--- src/hdl/abs_pkg.sv ---
// ----------------------------------------------------------------------------
// abs_pkg
// Shared constants and types of the average background subtractor.
// ----------------------------------------------------------------------------
package abs_pkg;

    localparam int PIXELS     = 65536;
    localparam int MAX_FRAMES = 1024;

    localparam int ADDR_W    = (PIXELS > 1) ? $clog2(PIXELS) : 1;
    localparam int FRAME_W   = $clog2(MAX_FRAMES + 1);
    localparam int SUM_LIMIT = 255 * MAX_FRAMES;
    localparam int SUM_W     = $clog2(SUM_LIMIT + 1);
    localparam int DIVD_W    = SUM_W + 4;
    localparam int DIFF_W    = DIVD_W + 1;
    localparam int PROD_W    = DIFF_W + 8;
    localparam int SHIFT_W   = PROD_W - 4;
    localparam int BOUND_W   = PROD_W - 2;
    localparam int DCNT_W    = $clog2(DIVD_W + 1);
    localparam int LANES     = 6;

    localparam logic [1:0] CMD_LEARN  = 2'd0;
    localparam logic [1:0] CMD_BUILD  = 2'd1;
    localparam logic [1:0] CMD_DETECT = 2'd2;

    localparam logic REG_HIGH_SCALE = 1'b0;
    localparam logic REG_LOW_SCALE  = 1'b1;

    localparam logic [7:0] HIGH_SCALE_RST = 8'd112;
    localparam logic [7:0] LOW_SCALE_RST  = 8'd96;

    typedef struct packed {
        logic [2:0][SUM_W-1:0]   vsum;
        logic [2:0][SUM_W-1:0]   dsum;
        logic [2:0][7:0]         prev;
        logic [2:0][BOUND_W-1:0] low;
        logic [2:0][BOUND_W-1:0] high;
    } entry_t;

    localparam int ENTRY_W = $bits(entry_t);

    typedef enum logic [5:0] {
        ST_CLEAR = 6'b000001,
        ST_IDLE  = 6'b000010,
        ST_EXEC  = 6'b000100,
        ST_DIV   = 6'b001000,
        ST_MUL   = 6'b010000,
        ST_WRITE = 6'b100000
    } state_t;

endpackage

--- src/hdl/abs_div.sv ---
// ----------------------------------------------------------------------------
// abs_div
// Restoring divider lane, one quotient bit per cycle.
// ----------------------------------------------------------------------------
module abs_div (
    input  logic                        aclk,
    input  logic                        aresetn,
    input  logic                        start,
    input  logic [abs_pkg::DIVD_W-1:0]  dividend,
    input  logic [abs_pkg::FRAME_W-1:0] divisor,
    output logic                        busy,
    output logic [abs_pkg::DIVD_W-1:0]  quotient
);
    import abs_pkg::*;

    logic [DIVD_W-1:0]  dvd_reg, dvd_next;
    logic [FRAME_W-1:0] rem_reg, rem_next;
    logic [DCNT_W-1:0]  cnt_reg, cnt_next;
    logic               busy_reg, busy_next;
    logic [FRAME_W:0]   shifted;
    logic               qbit;

    always_comb begin
        shifted   = {rem_reg, dvd_reg[DIVD_W-1]};
        qbit      = (shifted >= {1'b0, divisor});
        dvd_next  = dvd_reg;
        rem_next  = rem_reg;
        cnt_next  = cnt_reg;
        busy_next = busy_reg;
        if (start) begin
            dvd_next  = dividend;
            rem_next  = '0;
            cnt_next  = DCNT_W'(DIVD_W);
            busy_next = 1'b1;
        end else if (busy_reg) begin
            rem_next = qbit ? FRAME_W'(shifted - {1'b0, divisor}) : FRAME_W'(shifted);
            dvd_next = {dvd_reg[DIVD_W-2:0], qbit};
            cnt_next = cnt_reg - DCNT_W'(1);
            if (cnt_reg == DCNT_W'(1)) begin
                busy_next = 1'b0;
            end
        end
    end

    always_ff @(posedge aclk) begin
        if (!aresetn) begin
            busy_reg <= 1'b0;
            cnt_reg  <= '0;
        end else begin
            busy_reg <= busy_next;
            cnt_reg  <= cnt_next;
        end
        dvd_reg <= dvd_next;
        rem_reg <= rem_next;
    end

    assign busy     = busy_reg;
    assign quotient = dvd_reg;

endmodule

--- config.mk ---
export PLATFORM = sky130hd
export DESIGN_NAME = abs_div
export DESIGN_NICKNAME = d
export VERILOG_FILES = /design/src/hdl/abs_pkg.sv /design/src/hdl/abs_div.sv
export SDC_FILE = /design/constraint.sdc
export NUM_CORES = 1
export LEC_CHECK = 0
export BUFFER_PORTS_ARGS = -buffer_cell sky130_fd_sc_hd__buf_4
export CORE_MARGIN = 5
export CORE_UTILIZATION = 57
export CTS_CLUSTER_DIAMETER = 60
export DETAILED_ROUTE_END_ITERATION = 16
export HOLD_SLACK_MARGIN = 0.15
export PLACE_DENSITY_LB_ADDON = 0.3
export SYNTH_ARGS = -nofsm -noshare
export SYNTH_HDL_FRONTEND = slang
export SYNTH_SLANG_ARGS = --single-unit
--- constraint.sdc ---
create_clock -name aclk -period 3.41 [get_ports aclk]
set_input_delay 0.1705 -clock aclk [delete_from_list [all_inputs] [get_ports aclk]]
set_output_delay 0.1705 -clock aclk [all_outputs]
set_load 0.02 [all_outputs]
==> results.sh <==
export IMPL_clockRootBuffer="clkbuf_8"
export IMPL_max_cap_viol_count=0
export IMPL_drc=0
export IMPL_tns_ns=0
export IMPL_start_util=0.580
export IMPL_die_area_um2=5410
export IMPL_timing_final_crit_share=0.752
export IMPL_hold_viol=0
export IMPL_grt_usage=0.188
export IMPL_setup_viol=0
export IMPL_grt_overflow=0
export IMPL_syn_area_um2=2300
export IMPL_n_antenna_cell=0
export IMPL_cp_top_family="compound AO/OA/AOI/OAI gates"
export IMPL_dr_wl_met2_mm=2.57
export IMPL_tightest_slew_ns=0.558
export IMPL_drt_met1_wl_mm=2.12
export IMPL_wl_met3_um=244
export IMPL_finalCriticalPeriod_ns=2.56
export IMPL_path_class="reg -> reg"
export IMPL_yosysWarnings=0
export IMPL_core_area_um2=3970
export IMPL_post_cts_buffers=0
export IMPL_avgViaCountPerCell=5.52
export IMPL_ios=59
export IMPL_arrival_ns=2.78
export IMPL_synthArstFlopShare=0
export IMPL_gp_congestion=0.772
export IMPL_power_density_nw_per_um2=446
export IMPL_htree_num_levels=2
export IMPL_crit_chain="inv_1, ha_1, fa_1, nor2b_1, o31a_1, o21ai_4, o21ai_4, mux2_4, a211oi_2"
export IMPL_relSlewSlack=0.628
export IMPL_cp_slowest_stage_delay_ns=0.41
export IMPL_areaGrowthSynthToFinish_pct=24.1
export IMPL_min_path_type="in -> reg"
export IMPL_required_ns=3.63
export IMPL_nets=323
export IMPL_die_h_um=73.6
export IMPL_synth_main_ff_cell="edfxtp_1"
export IMPL_max_freq_ghz=0.390
export IMPL_cts_tree="built"
export IMPL_ys_ff_latch=39
export IMPL_power_mw=1.27
export IMPL_synth_top_area_cell="edfxtp_1"
export IMPL_io_buffers=58
export IMPL_synth_nets=265
export IMPL_cp_slowest_cell="o21ai_4"
export IMPL_final_max_slew_viol_count=0
export IMPL_antenna_found_initial=0
export IMPL_cts_num_sinks=39
export IMPL_end_kind="flop"
export IMPL_grt_first_pass_wirelength_mm=7.77
export IMPL_syn_inst=215
export IMPL_wl_per_cell_um=15.3
export IMPL_first_pass_iters=4
export IMPL_cpMostUsedCell="o21ai_4"
export IMPL_syn_mean_instance_area_um2=10.7
export IMPL_grt_pass1_vias=1670
export IMPL_final_cells=324
export IMPL_p_leak_nw=1.21
export IMPL_cp_start_kind="flop"
export IMPL_route_vias_total=1789
export IMPL_die_w_um=73.6
export IMPL_drtAntennaViolNets=0
export IMPL_synth_area_leaders="edfxtp_1 (29%), dfxtp_1 (15%), mux2_2 (11%)"
export IMPL_grt_start_max_net_pins=42
export IMPL_highest_layer="met4"
export IMPL_status="complete, no violations"
export IMPL_cts_buffer_depth=2
export IMPL_cp_max_fo=14
export IMPL_critPathBufInv=1
export IMPL_insertion_delay_ns=0.29
export IMPL_netlist_area_leader_share=0.287
export IMPL_fp_row_count=23
export IMPL_seq_area_frac_synth=0.435
export IMPL_hpwl_mm=3.69
export IMPL_layout_drive_gt1_share=0.354
export IMPL_max_vdd_ir_drop_mv=0.294
export IMPL_clk_pin_slew_worst_paths_ns=0.08
export IMPL_synth_edf_count=22
export IMPL_post_place_cells=315
export IMPL_rsz0062_at_grt="no"
export IMPL_cts_buffers=5
export IMPL_drt_total_wl_mm=4.97
export IMPL_ys_types=44
export IMPL_largest_reg_flops=22
export IMPL_drt_initial_drc_count=179
export IMPL_final_setup_skew_ns=0.0113
==> synthesized netlist by cell type (4+ instances only) <==
| library cell | count |
|---|---|
| o21a_1 | 5 |
| edfxtp_1 | 22 |
| o21ai_0 | 6 |
| nor2_1 | 18 |
| nand2b_1 | 6 |
| xnor2_1 | 8 |
| mux2_2 | 22 |
| buf_1 | 4 |
| a21oi_1 | 8 |
| dfxtp_1 | 17 |
| a211oi_1 | 7 |
| ha_1 | 13 |
| mux2i_1 | 7 |
| nand2_1 | 8 |
| inv_1 | 16 |
==> through the flow <==
step,area (um^2),hold slack (ns),setup WS (ns),utilization
final,2860,0.179,0.845,0.719
after global routing,2860,0.167,0.687,0.719
after CTS,2860,0.174,0.845,0.719
after detailed placement,2770,0.426,0.877,0.696
after global placement,2770,0.419,0.940,0.696
after floorplan,2300,0.288,1.09,-
==> cells by family after synthesis <==
group,synth area share
compound gates,0.133
simple gates,0.130
mux,0.145
flops,0.435
xor+xnor,0.0342
buf+inv,0.0446
fa+ha+maj,0.0793
==> power by group <==
group,switching [mW],internal (mW),total [mW]
Clock,0.158,0.144,0.301
Sequential,0.0347,0.552,0.587
Combinational,0.199,0.186,0.385
Total,0.392,0.881,1.27
==> per-layer routing <==
layer / global-route usage / vias to the layer above
li1: - / 895
met1: 0.235 / 860
met3: 0.0547 / 4
met2: 0.314 / 30
met4: 0.0584 / 0
met5: 0 / -
==> layout make-up <==
cell class / instances / area [um^2]
Sequential cell: 39 / 1000
Multi-Input combinational cell: 151 / 1200
Tap cell: 50 / 62.6
Clock inverter: 1 / 5.00
Timing Repair Buffer: 60 / 453
Inverter: 16 / 60.1
Fill cell: 309 / 1110
Clock buffer: 7 / 76.3
==> final timing paths <==
check	startpoint	to	slack (ns)	cells after the start
max	quotient[21]	rem_reg[0]	0.85	9
min	dividend[10]	quotient[10]	0.18	2
max reg2reg	quotient[21]	rem_reg[0]	0.85	9
min reg2reg	rem_reg[10]	rem_reg[10]	0.50	2
==> what timing repair did <==
| action | CTS | global route |
|---|---|---|
| resized for setup | 0 | 0 |
| setup endpoints to repair | 0 | 0 |
| hold endpoints to repair | 4 | 0 |
| hold buffers | 1 | 0 |
==> cells in the final DEF (no fill, tap or decap), types with 7 or more instances in the layout <==
master,n
a211oi_1,7
a21oi_1,8
buf_4,59
dfxtp_1,17
edfxtp_1,22
ha_1,13
inv_1,16
mux2_2,22
mux2i_1,7
nand2_1,8
nor2_1,18
xnor2_1,8
Power figures use the tool's default switching activity.
