**config.mk**
```make
export PLATFORM = sky130hd
export DESIGN_NAME = abs_ram
export DESIGN_NICKNAME = d
export VERILOG_FILES = /design/src/hdl/abs_ram.sv
export SDC_FILE = /design/constraint.sdc
export NUM_CORES = 1
export LEC_CHECK = 0
export ABC_AREA = 1
export BUFFER_PORTS_ARGS = -buffer_cell sky130_fd_sc_hd__buf_2
export CELL_PAD_IN_SITES_DETAIL_PLACEMENT = 1
export CELL_PAD_IN_SITES_GLOBAL_PLACEMENT = 2
export CORE_ASPECT_RATIO = 2
export CORE_MARGIN = 2
export CORE_UTILIZATION = 44
export CTS_CLUSTER_SIZE = 40
export DETAILED_ROUTE_END_ITERATION = 6
export PLACE_DENSITY = 0.94
export SETUP_SLACK_MARGIN = 0.5
export SYNTH_ARGS = -nofsm -noshare
export SYNTH_HDL_FRONTEND = slang
export SYNTH_SLANG_ARGS = --single-unit
```
**constraint.sdc**
```tcl
create_clock -name aclk -period 3.1 [get_ports aclk]
set_input_delay 0.31 -clock aclk [delete_from_list [all_inputs] [get_ports aclk]]
set_output_delay 0.31 -clock aclk [all_outputs]
set_load 0.01 [all_outputs]
```
**src/hdl/abs_ram.sv**
```systemverilog
// ----------------------------------------------------------------------------
// abs_ram
// Generic simple dual-port RAM, one write port, one registered read port.
// ----------------------------------------------------------------------------
module abs_ram #(
    parameter int WIDTH = 8,
    parameter int DEPTH = 16
) (
    input  logic                                   aclk,
    input  logic                                   we,
    input  logic [((DEPTH > 1) ? $clog2(DEPTH) : 1)-1:0] waddr,
    input  logic [WIDTH-1:0]                       wdata,
    input  logic                                   re,
    input  logic [((DEPTH > 1) ? $clog2(DEPTH) : 1)-1:0] raddr,
    output logic [WIDTH-1:0]                       rdata
);

    logic [WIDTH-1:0] mem [DEPTH];

    always_ff @(posedge aclk) begin
        if (we) begin
            mem[waddr] <= wdata;
        end
        if (re) begin
            rdata <= mem[raddr];
        end
    end

endmodule

```
==> results of run 1 <==
[placed cells by master (no fill, tap or decap)]
cell        Yosys  layout
inv_2           2       2
buf_4           4       4
edfxtp_1      136     136
clkinvlp_4      0       4
nor2_1         17      17
clkinv_4        0       2
bufinv_16       0       2
clkbuf_16       0      17
inv_1         100     100
nand2_1       173     173
inv_6           0       4
buf_2          13      26
clkbuf_1        0       3
nand3_1        97      97
nand3b_1        2       2
[sequential cells by signal, summed over array words and instances, names as in the netlist]
register  cells
mem         128
rdata         8
[area by class of cell]
class | instances | area share, %
repair buffers | 30 | 2.423
well taps | 152 | 2.877
inverters | 102 | 5.792
multi-input cells | 289 | 18.36
clock buffers | 20 | 6.606
flip-flops and latches | 136 | 61.78
clock inverters | 12 | 2.158
[worst min-delay path by stage]
stage / to / slack (ns) / from / depth (start not counted)
floorplan: mem[0][0] / 0.41 / wdata[0] / 0
global placement: rdata[3] / 0.69 / re / 1
detailed placement: rdata[1] / 0.69 / re / 1
CTS: rdata[5] / 0.26 / re / 1
global route: rdata[5] / 0.26 / re / 1
finish: rdata[5] / 0.27 / re / 1
[logic make-up (layout without fill, tap and decap cells)]
kind of cell | Yosys count | count (layout) | synth area share [%]
buffers and inverters | 126 | 164 | 9.394
flip-flops | 136 | 136 | 69.85
AND/OR/NAND/NOR | 289 | 289 | 20.76
[power by group through the flow]
stage	Combinational [µW]	Sequential [µW]	Clock, µW
global placement	244	2120	0
detailed placement	255	2130	0
global route	283	2090	2070
finish	257	2090	1970
floorplan	145	2120	0
CTS	259	2090	1990
[metrics by stage]
step           util, %  setup WS, ns
6_report         50.88         1.545
3_5_place_dp     46.42         1.149
5_1_grt          50.88         1.489
4_1_cts          50.88         1.596
2_1_floorplan        -         1.839
3_3_place_gp     46.42         1.198
[worst max-delay path: cells and delay by family]
kind          cells  cell delay [ns]
simple gates      5             0.72
buf+inv           2             0.66
[per-layer routing]
layer | global-route usage [%] | up-vias | routed length (µm)
met5 | 0 | - | 0
met4 | 11.94 | 0 | 711
met3 | 4.807 | 36 | 629
met2 | 41.47 | 108 | 8705
met1 | 24.68 | 1957 | 5535
li1 | - | 1836 | -
==> results.sh, run 1 <==
export IMPL_status="finished clean"
export IMPL_post_synth_top_count_cell="nand2_1"
export IMPL_path_clk_slew_ns=0.06
export IMPL_netlist_area_leader_share_pct=69.85
export IMPL_crit_start="raddr[0]"
export IMPL_end_kind="flop"
export IMPL_clockBufferDepth=2
export IMPL_synth_commonest_cells="173 x nand2_1, 136 x edfxtp_1, 100 x inv_1, 97 x nand3_1, 17 x nor2_1"
export IMPL_cp_arrival_ns=1.73
export IMPL_synthCells=551
export IMPL_cts_tree="yes"
export IMPL_cp_required_ns=3.27
export IMPL_cts_buffers=17
export IMPL_layout_cells_non_filler=741
export IMPL_final_hold_viol_count=0
export IMPL_vias_per_cell=5.313
export IMPL_route_vias_total=3937
export IMPL_hold_ws_ns=0.2728
export IMPL_fmax_mhz=643.1
export IMPL_ir_worst_vdd_v=0.0004234
export IMPL_postSynthNetCount=570
export IMPL_grt_overflow=0
export IMPL_p_sw_share_pct=22.77
export IMPL_finalCritPeriodShare_pct=50.16
export IMPL_fillers=1430
export IMPL_rows=59
export IMPL_hold_path_class="in -> reg"
export IMPL_clock_sinks=136
export IMPL_hold_buffers=0
export IMPL_maxCapViolations=0
export IMPL_crit_top_cell="nand3_1"
export IMPL_grt_pass1_wl_um=23890
export IMPL_post_cts_buffers=0
export IMPL_insertion_delay_ns=0.42
export IMPL_die_x_um=85.51
export IMPL_placed_cells=709
export IMPL_gp_congestion=0.8325
export IMPL_p_sw_uw=982.7
export IMPL_synth_distinct_cells=11
export IMPL_power_density_nw_per_um2=652.8
export IMPL_r2r_end="rdata[5]"
export IMPL_slowest_stage="buf_4"
export IMPL_die_area_um2=14280
export IMPL_io_buffers=26
export IMPL_grt_setup_unrepaired="no"
export IMPL_tns_ns=0
export IMPL_antenna_found_initial=0
export IMPL_ys_seq_area_share_pct=69.85
export IMPL_dp_hpwl_um=10060
export IMPL_seq_power_share_pct=48.4
export IMPL_synthFlopType="edfxtp_1"
export IMPL_drt_iter0_markers=232
export IMPL_crit_chain="buf_2 > buf_4 > nand2_1 > nand3_1 > nand3_1 > nand3_1 > nand2_1"
export IMPL_synth_area_top_cells="edfxtp_1 70%, nand2_1 11%, nand3_1 8.3%"
export IMPL_wl_per_cell_um=21.03
export IMPL_grt_usage_pct=23.04
export IMPL_stdcell_area_um2=6610
export IMPL_synth_largest_area_cell="edfxtp_1"
export IMPL_power_internal_uw=3332
export IMPL_drcViolationCount=0
export IMPL_rr_startpoint="mem[4][5]"
export IMPL_crit_type="in -> reg"
export IMPL_rr_worst_depth=6
export IMPL_core_um2=12990
export IMPL_power_uw=4315
export IMPL_multi_input_area_um2=1214
export IMPL_cts_resized=0
export IMPL_crit_end="rdata[5]"
export IMPL_ios=27
export IMPL_cts_root_buf="clkbuf_16"
export IMPL_postPlaceCellArea_um2=6031
export IMPL_synth_seq_cells=136
export IMPL_cp_max_fo=64
export IMPL_slew_headroom_pct=36.41
export IMPL_cp_slowest_stage_delay_ns=0.56
export IMPL_period_minus_slack_ns=1.555
export IMPL_grt_pass1_vias=4303
export IMPL_ys_warnings_count=0
export IMPL_avgSynthCellArea_um2=10.61
export IMPL_fin_nets=595
export IMPL_first_pass_iters=4
export IMPL_combPwrFrac_pct=5.9
export IMPL_die_y_um=167.0
export IMPL_drive_gt1_share_pct=10.36
export IMPL_area_growth_synth_to_final_pct=13.05
export IMPL_worst_slew_pin_slew_ns=0.9503
export IMPL_finalWirelength_um=15580
export IMPL_start_util_pct=45.00
export IMPL_fin_skew_ns=0.006585
export IMPL_synth_area_um2=5847
export IMPL_setup_violations=0
export IMPL_synth_edf_count=136
export IMPL_cp_start_kind="primary input"
export IMPL_ff_latch_area_um2=4084
export IMPL_drv_slew=0
export IMPL_r2r_slack_ns=1.77
export IMPL_ant_nets=0
export IMPL_grt_max_degree=65
export IMPL_async_reset_ff_share_pct=0
export IMPL_pwr_share_clk_pct=45.7
export IMPL_power_leakage_uw=0.002817
export IMPL_htreeDepth=4
export IMPL_diodes=0
Note: power is estimated with default switching activity, not from simulation.
==> inputs of run 2 (changes only) <==
--- a/config.mk
+++ b/config.mk
@@ -11,10 +11,10 @@
 export CELL_PAD_IN_SITES_GLOBAL_PLACEMENT = 2
 export CORE_ASPECT_RATIO = 2
 export CORE_MARGIN = 2
-export CORE_UTILIZATION = 44
+export CORE_UTILIZATION = 41
 export CTS_CLUSTER_SIZE = 40
 export DETAILED_ROUTE_END_ITERATION = 6
-export PLACE_DENSITY = 0.94
+export PLACE_DENSITY = 0.89
 export SETUP_SLACK_MARGIN = 0.5
 export SYNTH_ARGS = -nofsm -noshare
 export SYNTH_HDL_FRONTEND = slang
==> constraint.sdc (replaced) <==
create_clock -name aclk -period 1.5 [get_ports aclk]
set_input_delay 0.15 -clock aclk [delete_from_list [all_inputs] [get_ports aclk]]
set_output_delay 0.15 -clock aclk [all_outputs]
set_load 0.01 [all_outputs]
==> results.sh, run 2 (synthesis gave the netlist of run 1 again) <==
export IMPL_hold_path_class="in -> reg"
export IMPL_die_area_um2=15290
export IMPL_insertion_delay_ns=0.41
export IMPL_cp_arrival_ns=1.00
export IMPL_cp_slowest_stage_delay_ns=0.42
export IMPL_ant_nets=0
export IMPL_clockBufferDepth=2
export IMPL_fin_skew_ns=0.004327
export IMPL_dp_hpwl_um=9868
export IMPL_drcViolationCount=0
export IMPL_antenna_found_initial=0
export IMPL_fmax_mhz=871.1
export IMPL_fin_nets=614
export IMPL_route_vias_total=3962
export IMPL_largestRegisters="mem x128, rdata x8"
export IMPL_core_um2=13890
export IMPL_slew_headroom_pct=53.19
export IMPL_grt_overflow=0
export IMPL_worst_slew_pin_slew_ns=0.7012
export IMPL_path_clk_slew_ns=0.06
export IMPL_cp_max_fo=1
export IMPL_status="finished clean"
export IMPL_drv_slew=0
export IMPL_wl_per_cell_um=18.61
export IMPL_period_minus_slack_ns=1.148
export IMPL_cts_buffers=17
export IMPL_rows=61
export IMPL_finalWirelength_um=14810
export IMPL_finalCritPeriodShare_pct=76.53
export IMPL_setup_violations=0
export IMPL_gp_congestion=0.7936
export IMPL_htreeDepth=4
export IMPL_power_leakage_uw=0.003061
export IMPL_path_delay_family="flip-flops"
export IMPL_maxCapViolations=0
export IMPL_drt_iter0_markers=212
export IMPL_grt_usage_pct=20.59
export IMPL_fillers=1510
export IMPL_crit_chain="buf_2"
export IMPL_die_y_um=172.9
export IMPL_cp_start_kind="flop"
export IMPL_die_x_um=88.44
export IMPL_grt_pass1_wl_um=22820
export IMPL_grt_max_degree=35
export IMPL_layout_commonest_cell="nand2_1"
export IMPL_clock_sinks=136
export IMPL_io_buffers=26
export IMPL_slowest_stage="edfxtp_1"
export IMPL_worst_path_buf_inv=1
export IMPL_final_cell_mix="164 x nand2_1, 136 x edfxtp_1, 98 x inv_1, 58 x nand3_1, 39 x nand3_2"
export IMPL_cp_required_ns=1.35
export IMPL_crit_type="reg -> out"
export IMPL_diodes=0
export IMPL_fin_util_pct=51.59
export IMPL_top_register="mem"
export IMPL_vias_per_cell=4.977
export IMPL_grt_setup_unrepaired="yes"
export IMPL_end_kind="primary output"
export IMPL_post_cts_buffers=0
export IMPL_hold_buffers=0
export IMPL_area_growth_synth_to_final_pct=22.58
export IMPL_start_util_pct=42.09
export IMPL_drive_gt1_share_pct=22.41
export IMPL_ios=27
export IMPL_largest_reg_flops=128
export IMPL_power_density_nw_per_um2=1327
export IMPL_ir_worst_vdd_v=0.001104
export IMPL_cts_root_buf="clkbuf_16"
export IMPL_grt_pass1_vias=4187
export IMPL_final_hold_viol_count=0
export IMPL_cts_tree="yes"
export IMPL_tns_ns=0
export IMPL_first_pass_iters=5
[run 2: cell count changes in the layout (fill, tap and decap cells not counted), moves of 2 or more]
| cell | change |
|---|---|
| nand2_2 | +9 |
| nor2_1 | -6 |
| nand2_1 | -9 |
| nand3_2 | +39 |
| inv_2 | +2 |
| nand3_1 | -39 |
| buf_4 | +15 |
| inv_6 | -4 |
| buf_12 | +4 |
| nor2_2 | +6 |
| inv_1 | -2 |
| bufinv_16 | +4 |
[run 2: worst paths after layout]
check / startpoint / end / slack, ns / cells past startpoint
max: rdata[1] / rdata[1] / 0.35 / 1
min: wdata[1] / mem[9][1] / 0.12 / 1
max reg2reg: mem[9][1] / rdata[1] / 0.38 / 6
min reg2reg: mem[10][3] / rdata[3] / 0.76 / 6
[run 2: report_power, final]
part	internal [µW]	switching, µW
Clock	3110	1500
Combinational	183	405
Sequential	4280	27.2
[run 2: cell type report]
type / count / area, µm² / area share (%)
Tap cell: 189 / 236.5 / 3.300
Inverter: 102 / 382.9 / 5.342
Sequential cell: 136 / 4084 / 56.98
Timing Repair Buffer: 49 / 359.1 / 5.010
Multi-Input combinational cell: 289 / 1446 / 20.18
Clock buffer: 19 / 432.9 / 6.041
Clock inverter: 12 / 225.2 / 3.142
[run 2: metrics by stage]
stage                     std cells  power (µW)  hold slack [ns]  area, µm²  setup WS [ns]
after detailed placement        765        4928           0.5534       6285         0.1501
after global placement          765        4902           0.5477       6285         0.1934
after CTS                       796        9546           0.1136       6974         0.3050
final                           796        9510           0.1242       7167         0.3520
after floorplan                 551        4693           0.2489       5862         0.3992
after global routing            796        9808           0.1167       7167         0.2888
[run 2: per-layer routing]
metal | routed length [µm] | up-vias | GRT usage (%)
met1 | 5422 | 1965 | 22.50
met2 | 8281 | 89 | 36.06
met4 | 627 | 0 | 10.98
met3 | 478 | 41 | 4.248
li1 | - | 1867 | -
met5 | 0 | - | 0
[run 2: what timing repair did]
item                                    4_1_cts  5_1_grt
endpoints found under the hold margin         0        0
resized for setup                             6       44
endpoints found under the setup margin       16       16
pin swaps                                    31       24
==> inputs of run 3 (changes only) <==
==> constraint.sdc (replaced) <==
create_clock -name aclk -period 1.1 [get_ports aclk]
set_input_delay 0.11 -clock aclk [delete_from_list [all_inputs] [get_ports aclk]]
set_output_delay 0.11 -clock aclk [all_outputs]
set_load 0.01 [all_outputs]
==> results.sh, run 3 (synthesis gave the netlist of run 1 again) <==
export IMPL_status="complete, but fails checks"
export IMPL_failed_checks="setup timing"
export IMPL_slowest_stage="edfxtp_1"
export IMPL_gp_congestion=0.8207
export IMPL_setup_violations=4
export IMPL_crit_type="reg -> out"
export IMPL_largest_reg_flops=128
export IMPL_cp_max_fo=1
export IMPL_fin_nets=630
export IMPL_area_growth_synth_to_final_pct=33.23
export IMPL_power_density_nw_per_um2=1612
export IMPL_fmax_mhz=846.4
export IMPL_cp_slowest_stage_delay_ns=0.47
export IMPL_rr_startpoint="mem[15][1]"
export IMPL_insertion_delay_ns=0.42
export IMPL_grt_overflow=0
export IMPL_vias_per_cell=5.140
export IMPL_clockBufferDepth=2
export IMPL_core_um2=13890
export IMPL_fin_util_pct=56.08
export IMPL_place_ws_ns=-0.2183
export IMPL_placed_cells=771
export IMPL_hold_path_class="in -> reg"
export IMPL_cp_required_ns=0.99
export IMPL_layout_cells_non_filler=813
export IMPL_wl_per_cell_um=21.23
export IMPL_dp_hpwl_um=10510
export IMPL_period_minus_slack_ns=1.181
export IMPL_worst_slew_pin_slew_ns=0.4222
export IMPL_cts_buffers=17
export IMPL_power_uw=12560
export IMPL_postPlaceCellArea_um2=6630
export IMPL_grt_usage_pct=23.40
export IMPL_rr_worst_depth=6
export IMPL_min_from="re"
export IMPL_grt_pass1_vias=4607
export IMPL_ant_nets=0
export IMPL_finalCritPeriodShare_pct=107.4
export IMPL_io_buffers=26
export IMPL_r2r_slack_ns=-0.05
export IMPL_start_util_pct=42.09
export IMPL_cts_tree="yes"
export IMPL_min_path_cells=1
export IMPL_setup_ws_ns=-0.08144
export IMPL_htreeDepth=4
export IMPL_grt_pass1_wl_um=25670
export IMPL_first_pass_iters=4
export IMPL_largestRegisters="mem x128, rdata x8"
export IMPL_whs_endpoint="rdata[3]"
export IMPL_die_area_um2=15290
export IMPL_power_leakage_uw=0.003252
export IMPL_path_clk_slew_ns=0.06
export IMPL_cp_start_kind="flop"
export IMPL_finalWirelength_um=17260
export IMPL_crit_chain="buf_2"
export IMPL_grt_max_degree=41
export IMPL_end_kind="primary output"
export IMPL_r2r_end="rdata[1]"
export IMPL_maxCapViolations=0
export IMPL_fin_skew_ns=0.007820
export IMPL_stdcell_area_um2=7790
export IMPL_rows=61
export IMPL_ios=27
export IMPL_diodes=0
export IMPL_slew_headroom_pct=71.82
export IMPL_die_y_um=172.9
export IMPL_drt_iter0_markers=227
export IMPL_ir_worst_vdd_v=0.001349
export IMPL_cp_arrival_ns=1.07
export IMPL_worst_path_buf_inv=1
export IMPL_route_vias_total=4179
export IMPL_grt_setup_unrepaired="yes"
export IMPL_drv_slew=0
export IMPL_die_x_um=88.44
export IMPL_drcViolationCount=0
export IMPL_antenna_found_initial=0
export IMPL_top_register="mem"
export IMPL_final_cell_mix="142 x nand2_1, 136 x edfxtp_1, 92 x inv_1, 60 x nand3_2, 36 x nand3_1"
export IMPL_cts_root_buf="clkbuf_16"
export IMPL_clock_sinks=136
export IMPL_path_delay_family="flip-flops"
export IMPL_final_hold_viol_count=0
export IMPL_drive_gt1_share_pct=33.97
export IMPL_layout_commonest_cell="nand2_1"
## run 3: worst max path at each step
stage / cells past startpoint / slack [ns] / to / from
after floorplan: 2 / 0.12 / mem[10][0] / waddr[2]
after global placement: 7 / -0.17 / rdata[6] / raddr[0]
after detailed placement: 8 / -0.22 / rdata[6] / raddr[0]
after CTS: 1 / -0.12 / rdata[6] / rdata[6]
after global routing: 1 / -0.10 / rdata[6] / rdata[6]
final: 1 / -0.08 / rdata[6] / rdata[6]
## run 3: through the flow
step | TNS (ns) | hold WS [ns]
finish | -0.1648 | 0.06461
global route | -0.4753 | 0.05514
CTS | -0.1151 | 0.05877
detailed placement | -9.228 | 0.4991
global placement | -7.747 | 0.4936
floorplan | 0 | 0.2089
## run 3: final cells by class
class	count	area (µm²)
sequential	136	4084
inverter	102	387.9
clock inverter	14	145.1
tap	189	236.5
fill	1460	6101
multi-input combinational	289	1757
timing repair buffer	65	750.7
clock buffer	18	429.2
## run 3: power breakdown
part           switching, µW  internal (µW)  leakage [µW]  total (µW)
clock network           2290           3350      0.000279        5640
logic                    678            366       0.00174        1040
registers               40.3           5840       0.00124        5880
total                   3010           9550       0.00325       12600
## run 3: routing by layer
layer | vias to the layer above | track usage [%] | routed length, µm | share of wire [%]
met5 | - | 0 | 0 | 0
met3 | 43 | 4.105 | 482 | 2.8
li1 | 1900 | - | - | -
met4 | 0 | 10.42 | 609 | 3.5
met2 | 106 | 44.55 | 10140 | 59
met1 | 2130 | 23.45 | 6036 | 35
## run 3: timing repair
item                       CTS  global route
hold buffers                 0             0
pin swaps                   34            40
setup endpoints to repair  144           144
setup buffers                9             1
gates resized for setup     58            58
